$ cat src/tsm_pkg.sv
package tsm_pkg;

   localparam int RAW_BITS       = 12;
   localparam int COORD_BITS     = 16;
   localparam int PROD_BITS      = 2 * COORD_BITS;
   localparam int DIV_STEPS      = COORD_BITS;
   localparam int AXIS_LATENCY   = 3 + DIV_STEPS + 1;
   localparam int CSR_INDEX_BITS = 3;

   localparam logic [COORD_BITS-1:0] RESET_OFFSET = 16'd300;
   localparam logic [COORD_BITS-1:0] RESET_SPAN   = 16'd3600;
   localparam logic [2:0]            RESET_ORIENT = 3'd3;
   localparam logic [COORD_BITS-1:0] RESET_WIDTH  = 16'd320;
   localparam logic [COORD_BITS-1:0] RESET_HEIGHT = 16'd240;

   localparam int ORIENT_SWAP     = 0;
   localparam int ORIENT_MIRROR_X = 1;
   localparam int ORIENT_MIRROR_Y = 2;

   typedef enum logic [CSR_INDEX_BITS-1:0] {
      CSR_X_OFFSET      = 3'd0,
      CSR_X_SPAN        = 3'd1,
      CSR_Y_OFFSET      = 3'd2,
      CSR_Y_SPAN        = 3'd3,
      CSR_ORIENT_FLAGS  = 3'd4,
      CSR_SCREEN_WIDTH  = 3'd5,
      CSR_SCREEN_HEIGHT = 3'd6
   } csr_index_type;

   typedef struct packed {
      logic [RAW_BITS-1:0] raw_x;
      logic [RAW_BITS-1:0] raw_y;
   } req_type;

   typedef struct packed {
      logic [COORD_BITS-1:0] screen_x;
      logic [COORD_BITS-1:0] screen_y;
   } rsp_type;

   typedef struct packed {
      logic [COORD_BITS-1:0] x_offset;
      logic [COORD_BITS-1:0] x_span;
      logic [COORD_BITS-1:0] y_offset;
      logic [COORD_BITS-1:0] y_span;
      logic [2:0]            orient_flags;
      logic [COORD_BITS-1:0] screen_width;
      logic [COORD_BITS-1:0] screen_height;
   } cfg_type;

endpackage

$ cat src/tsm_csr.sv
module tsm_csr (
   input  logic                                 clock,
   input  logic                                 reset,
   input  logic                                 csr_valid,
   output logic                                 csr_ready,
   input  logic [tsm_pkg::CSR_INDEX_BITS-1:0]   csr_index,
   input  logic [tsm_pkg::COORD_BITS-1:0]       csr_data,
   output tsm_pkg::cfg_type                     cfg
);

   tsm_pkg::cfg_type                cfg_ff;
   logic [tsm_pkg::COORD_BITS-1:0]  nonzero_in;

   assign csr_ready  = 1'b1;
   assign nonzero_in = (csr_data == '0) ? tsm_pkg::COORD_BITS'(1) : csr_data;
   assign cfg        = cfg_ff;

   always_ff @(posedge clock) begin
      if (reset) begin
         cfg_ff.x_offset      <= tsm_pkg::RESET_OFFSET;
         cfg_ff.x_span        <= tsm_pkg::RESET_SPAN;
         cfg_ff.y_offset      <= tsm_pkg::RESET_OFFSET;
         cfg_ff.y_span        <= tsm_pkg::RESET_SPAN;
         cfg_ff.orient_flags  <= tsm_pkg::RESET_ORIENT;
         cfg_ff.screen_width  <= tsm_pkg::RESET_WIDTH;
         cfg_ff.screen_height <= tsm_pkg::RESET_HEIGHT;
      end else if (csr_valid && csr_ready) begin
         case (csr_index)
            tsm_pkg::CSR_X_OFFSET:      cfg_ff.x_offset      <= csr_data;
            tsm_pkg::CSR_X_SPAN:        cfg_ff.x_span        <= nonzero_in;
            tsm_pkg::CSR_Y_OFFSET:      cfg_ff.y_offset      <= csr_data;
            tsm_pkg::CSR_Y_SPAN:        cfg_ff.y_span        <= nonzero_in;
            tsm_pkg::CSR_ORIENT_FLAGS:  cfg_ff.orient_flags  <= csr_data[2:0];
            tsm_pkg::CSR_SCREEN_WIDTH:  cfg_ff.screen_width  <= nonzero_in;
            tsm_pkg::CSR_SCREEN_HEIGHT: cfg_ff.screen_height <= nonzero_in;
            default: ;
         endcase
      end
   end

endmodule

$ cat src/tsm_axis.sv
module tsm_axis (
   input  logic                                 clock,
   input  logic                                 enable,
   input  logic [tsm_pkg::RAW_BITS-1:0]         src,
   input  logic [tsm_pkg::COORD_BITS-1:0]       offset,
   input  logic [tsm_pkg::COORD_BITS-1:0]       span,
   input  logic [tsm_pkg::COORD_BITS-1:0]       size,
   input  logic                                 mirror,
   output logic [tsm_pkg::COORD_BITS-1:0]       coord
);

   localparam int CW = tsm_pkg::COORD_BITS;
   localparam int NS = tsm_pkg::DIV_STEPS;

   logic [CW:0]                    diff_in;
   logic [CW-1:0]                  mag_ff;
   logic                           sub_neg_ff;
   logic [CW-1:0]                  size_m1;
   logic [tsm_pkg::PROD_BITS-1:0]  prod_ff;
   logic                           mul_neg_ff;
   logic [CW-1:0]                  rem_ff [0:NS];
   logic [CW-1:0]                  lo_ff  [0:NS];
   logic                           neg_ff [0:NS];
   logic                           ovf_ff [0:NS];
   logic [CW-1:0]                  clip_in;
   logic [CW-1:0]                  coord_ff;

   assign size_m1 = size - CW'(1);
   assign diff_in = {1'b0, CW'(src)} - {1'b0, offset};

   always_ff @(posedge clock) begin
      if (enable) begin
         mag_ff     <= diff_in[CW-1:0];
         sub_neg_ff <= diff_in[CW];
         prod_ff    <= tsm_pkg::PROD_BITS'(mag_ff) * tsm_pkg::PROD_BITS'(size_m1);
         mul_neg_ff <= sub_neg_ff;
         rem_ff[0]  <= prod_ff[tsm_pkg::PROD_BITS-1:CW];
         lo_ff[0]   <= prod_ff[CW-1:0];
         neg_ff[0]  <= mul_neg_ff;
         ovf_ff[0]  <= prod_ff[tsm_pkg::PROD_BITS-1:CW] >= span;
      end
   end

   for (genvar k = 0; k < NS; k++) begin : g_div
      logic [CW:0] trial;
      logic        fits;

      assign trial = {rem_ff[k], lo_ff[k][CW-1]};
      assign fits  = trial >= {1'b0, span};

      always_ff @(posedge clock) begin
         if (enable) begin
            rem_ff[k+1] <= fits ? CW'(trial - {1'b0, span}) : trial[CW-1:0];
            lo_ff[k+1]  <= {lo_ff[k][CW-2:0], fits};
            neg_ff[k+1] <= neg_ff[k];
            ovf_ff[k+1] <= ovf_ff[k];
         end
      end
   end

   always_comb begin
      if (neg_ff[NS]) begin
         clip_in = '0;
      end else if (ovf_ff[NS] || lo_ff[NS] >= size) begin
         clip_in = size_m1;
      end else begin
         clip_in = lo_ff[NS];
      end
   end

   always_ff @(posedge clock) begin
      if (enable) begin
         coord_ff <= mirror ? size_m1 - clip_in : clip_in;
      end
   end

   assign coord = coord_ff;

endmodule

$ cat src/touch_raw_to_screen_mapper.sv
// Maps a raw touch sample pair to screen pixels: optional axis swap, then per
// axis (raw - offset) * (size - 1) / span, truncated, clamped to the screen,
// optionally mirrored. One request is accepted every cycle while the result
// channel does not stall; each result passes through the offset subtract,
// the 16x16 multiply, the overflow check and sixteen restoring-divide stages
// (one quotient bit each) plus the output register. Backpressure on the
// result channel stalls the whole pipeline. Configuration writes are always
// accepted and registered, and must be made while no request is in flight.
module touch_raw_to_screen_mapper (
   input  logic                                 clock,
   input  logic                                 reset,
   input  logic                                 req_valid,
   output logic                                 req_ready,
   input  tsm_pkg::req_type                     req_payload,
   output logic                                 rsp_valid,
   input  logic                                 rsp_ready,
   output tsm_pkg::rsp_type                     rsp_payload,
   input  logic                                 csr_valid,
   output logic                                 csr_ready,
   input  logic [tsm_pkg::CSR_INDEX_BITS-1:0]   csr_index,
   input  logic [tsm_pkg::COORD_BITS-1:0]       csr_data
);

   localparam int LAT = tsm_pkg::AXIS_LATENCY;

   tsm_pkg::cfg_type               cfg;
   logic                           enable;
   logic [tsm_pkg::RAW_BITS-1:0]   src_x;
   logic [tsm_pkg::RAW_BITS-1:0]   src_y;
   logic [LAT-1:0]                 valid_ff;
   logic [LAT-1:0]                 valid_in;

   tsm_csr u_csr (
      .clock     (clock),
      .reset     (reset),
      .csr_valid (csr_valid),
      .csr_ready (csr_ready),
      .csr_index (csr_index),
      .csr_data  (csr_data),
      .cfg       (cfg)
   );

   assign enable    = !valid_ff[LAT-1] || rsp_ready;
   assign req_ready = enable;
   assign rsp_valid = valid_ff[LAT-1];

   assign src_x = cfg.orient_flags[tsm_pkg::ORIENT_SWAP] ? req_payload.raw_y
                                                         : req_payload.raw_x;
   assign src_y = cfg.orient_flags[tsm_pkg::ORIENT_SWAP] ? req_payload.raw_x
                                                         : req_payload.raw_y;

   assign valid_in = {valid_ff[LAT-2:0], req_valid && req_ready};

   always_ff @(posedge clock) begin
      if (reset) begin
         valid_ff <= '0;
      end else if (enable) begin
         valid_ff <= valid_in;
      end
   end

   tsm_axis u_axis_x (
      .clock  (clock),
      .enable (enable),
      .src    (src_x),
      .offset (cfg.x_offset),
      .span   (cfg.x_span),
      .size   (cfg.screen_width),
      .mirror (cfg.orient_flags[tsm_pkg::ORIENT_MIRROR_X]),
      .coord  (rsp_payload.screen_x)
   );

   tsm_axis u_axis_y (
      .clock  (clock),
      .enable (enable),
      .src    (src_y),
      .offset (cfg.y_offset),
      .span   (cfg.y_span),
      .size   (cfg.screen_height),
      .mirror (cfg.orient_flags[tsm_pkg::ORIENT_MIRROR_Y]),
      .coord  (rsp_payload.screen_y)
   );

endmodule

$ cat config.mk
export PLATFORM = sky130hd
export DESIGN_NAME = touch_raw_to_screen_mapper
export DESIGN_NICKNAME = d
export VERILOG_FILES = /design/src/tsm_pkg.sv /design/src/tsm_csr.sv /design/src/tsm_axis.sv /design/src/touch_raw_to_screen_mapper.sv
export SDC_FILE = /design/constraint.sdc
export NUM_CORES = 2
export LEC_CHECK = 0
export ABC_AREA = 1
export BUFFER_PORTS_ARGS = -buffer_cell sky130_fd_sc_hd__buf_2
export CAP_MARGIN = 20
export CORE_MARGIN = 3
export CORE_UTILIZATION = 40
export CTS_BUF_LIST = sky130_fd_sc_hd__clkbuf_2
export CTS_CLUSTER_SIZE = 20
export DETAILED_ROUTE_END_ITERATION = 10
export GPL_TIMING_DRIVEN = 1
export PLACE_DENSITY = 0.52
export SLEW_MARGIN = 20
export SYNTH_ARGS = -nofsm -noshare
export SYNTH_HDL_FRONTEND = slang
export SYNTH_SLANG_ARGS = --single-unit
$ cat constraint.sdc
create_clock -name clock -period 142.8 [get_ports clock]
set_clock_uncertainty 0.05 [all_clocks]
set_input_delay 21.42 -clock clock [delete_from_list [all_inputs] [get_ports clock]]
set_output_delay 21.42 -clock clock [all_outputs]
set_load 0.01 [all_outputs]
==> summary.txt <==
Run status
  • Status: completed

Clock network
  • Num CTS Buffers: 377
  • Clock Path Buffers: 4
  • CTS sink cnt: 1,375
  • Post-CTS Resized: 0
  • # hold bufs at CTS: 0
  • H-tree depth: 5
  • Clk Latency, worst-skew pair: 1.84 ns
  • Root buffer cell: clkbuf_2
  • Post-CTS Setup Inserts: 0
  • Worst-path clk slew: 0.09 ns
  • CTS tree: done

Floorplanning
  • Core ar.: 241,000 um2
  • Starting Density: 40.2%
  • Die ar.: 248,000 um2
  • # rows: 180
  • Die width: 498 um
  • Die Ht: 498 um
  • IO Count: 83

Layout
  • Final core occ: 43.1%
  • Area grow syn2layout: 7.17%
  • Layout cells sized above 1: 8.36%
  • Fillers: 23.7k
  • Nets: 12.4k
  • Post-route cell area: 104,000 um2

Setup path
  • Worst R2R End: u_axis_x.prod_ff[29]$_DFFE_PN_
  • Largest stage delay, worst path: 0.47 ns
  • Critical-path cell list: buf_2 -> nor2_1 -> buf_4 -> inv_8 -> buf_2
  • CP Launch Type: primary input
  • Crit path capture type: output port
  • Critical path fanouts, max: 97
  • CP most frequent cell: buf_2
  • WS Path Type: primary input to output port
  • Reg2Reg Depth: 26
  • CP max-delay cell: inv_8
  • CP delay by family, top: buffers and inverters
  • Crit path buf inv count: 4
  • Reg2reg setup slack: 134.14 ns
  • Reg-to-reg startpoint: u_csr.cfg[16]$_SDFFE_PP0P_
  • Worst Path Arrival: 22.54 ns
  • WP data required: 121.33 ns

Timing
  • Unrepaired setup endpoints after global routing: no
  • Max-slew violation count: 0
  • Final WS setup: 98.79 ns
  • Max frequency: 0.0227 GHz
  • Worst-Margin Slew: 1.23 ns
  • # setup viols final: 0
  • Setup TNS: 0 ns
  • Worst slew margin: 17.9%
  • Min cycle time layout: 44.01 ns
  • Period utilisation layout: 30.8%
  • Endpoints failing hold: 0

Route
  • Final wirelength: 276 mm
  • 1st-iter DRT viols: 5,729
  • Vias post-DR: 75.5k
  • TritonRoute pass-1 iters: 8
  • Post-route DRC: 0
  • Avg WL per Cell: 19.0 um
  • Routed Antenna Nets: 0
  • Vias per cell: 5.19

Synthesis
  • Syn nets: 12.1k
  • Async SR Flop Fraction: 0%
  • Average size of a mapped cell: 8.99 um2
  • Cells after Synth: 10.8k
  • Area fraction of the dominant cell type after synthesis: 38.9%
  • Synth Cell Area: 96,900 um2
  • Yosys top cell by area: edfxtp_1
  • Post-synth top cells: nand2_1, inv_1, edfxtp_1
  • Top FF cell, synth: edfxtp_1
  • Synth warn: 0
  • Yosys cell types: 52
  • Number of synthesized flops with an enable pin: 1,256
  • Synth top area cells: edfxtp_1, ha_1, nand2_1, fa_1, inv_1
  • Top-count cell post-synth: nand2_1
  • Register area share after synthesis: 41.4%
  • #FFs+latches synth: 1,375

Global routing
  • Largest net degree at the start of global routing: 169
  • Total congestion overflow: 0
  • Initial antenna violation count: 14
  • First-pass GRT wire length: 429 mm
  • GR Util All Layers: 22.0%
  • Vias in the first global route: 74.3k

Placed design
  • GPL Wtd Cong: 0.899
  • DP Area: 101,000 um2
  • Port bufs: 81
  • Pre-CTS setup slack: 98.78 ns
  • Post-DP HPWL: 198 mm

Worst hold path
  • Hold crit path type: register to register
  • Hold Path Origin: u_axis_y.lo_ff[0][76]$_DFFE_PN_
  • Hold-critical path depth: 0
  • Hold EP: u_axis_y.lo_ff[0][93]$_DFFE_PN_

Job
  • Max Cap Viol: 0
## layout make-up
| class | instances | area (um2) | area share [%] |
|---|---|---|---|
| antenna | 8 | 20.0 | 0.0193 |
| clock buffer | 508 | 2540 | 2.45 |
| clock inverter | 133 | 661 | 0.636 |
| inverter | 1403 | 5270 | 5.08 |
| multi-input combinational | 7801 | 50400 | 48.5 |
| sequential | 1375 | 40100 | 38.6 |
| tap | 3185 | 3990 | 3.84 |
| timing repair buffer | 137 | 851 | 0.819 |
## per-stage QoR
stage | cells | hold slack, ns
6_report | 14600 | 0.267
5_1_grt | 14500 | 0.249
4_1_cts | 14500 | 0.260
3_5_place_dp | 13900 | 0.355
3_3_place_gp | 13900 | 0.350
2_1_floorplan | 10800 | 0.350
## cell families (layout without fill, tap and decap cells)
| family | Yosys count | count (layout) | share of synthesized area [%] |
|---|---|---|---|
| simple gates | 4787 | 4787 | 21.2 |
| compound gates | 1396 | 1396 | 7.98 |
| other cells | 1 | 9 | 0.00387 |
| flops | 1375 | 1375 | 41.4 |
| buf+inv | 1602 | 2181 | 6.61 |
| fa+ha+maj | 1262 | 1262 | 19.6 |
| xor+xnor | 355 | 355 | 3.21 |
## flip-flops by register name, indices dropped and copies added (netlist names), 20 cells and up
register / cells
valid_ff: 20
u_axis_x.prod_ff: 32
u_axis_x.lo_ff: 272
u_axis_y.lo_ff: 272
u_csr.cfg: 99
u_axis_y.prod_ff: 32
u_axis_x.rem_ff: 256
u_axis_y.rem_ff: 256
## worst max path at each step
stage,startpoint,endpoint,slack [ns],cells past startpoint
floorplan,rsp_ready,req_ready,65.64,3
global placement,rsp_ready,req_ready,98.79,5
detailed placement,rsp_ready,req_ready,98.78,5
CTS,rsp_ready,req_ready,98.79,5
global route,rsp_ready,req_ready,98.69,5
finish,rsp_ready,req_ready,98.79,5
## cells in the final DEF, fill, tap and decap left out, types with 108 or more instances in the layout
cell / n
a21oi_1: 721
ha_1: 840
nor2_1: 713
xor2_1: 246
inv_1: 1369
nand2_1: 2750
nand3_1: 866
dfxtp_1: 117
clkbuf_2: 508
clkinv_1: 108
edfxtp_1: 1256
xnor2_1: 109
fa_1: 422
o21ai_0: 415
## routing by layer
layer / vias up / GRT usage (%) / wire length, um
li1: 36900 / - / -
met1: 35900 / 32.7 / 134000
met2: 2241 / 33.0 / 118000
met3: 392 / 3.60 / 17000
met4: 2 / 6.36 / 6580
met5: - / 0 / 20
Power is not shown: default switching activity piles up to over one toggle a cycle in this logic, so the estimate is an artifact.
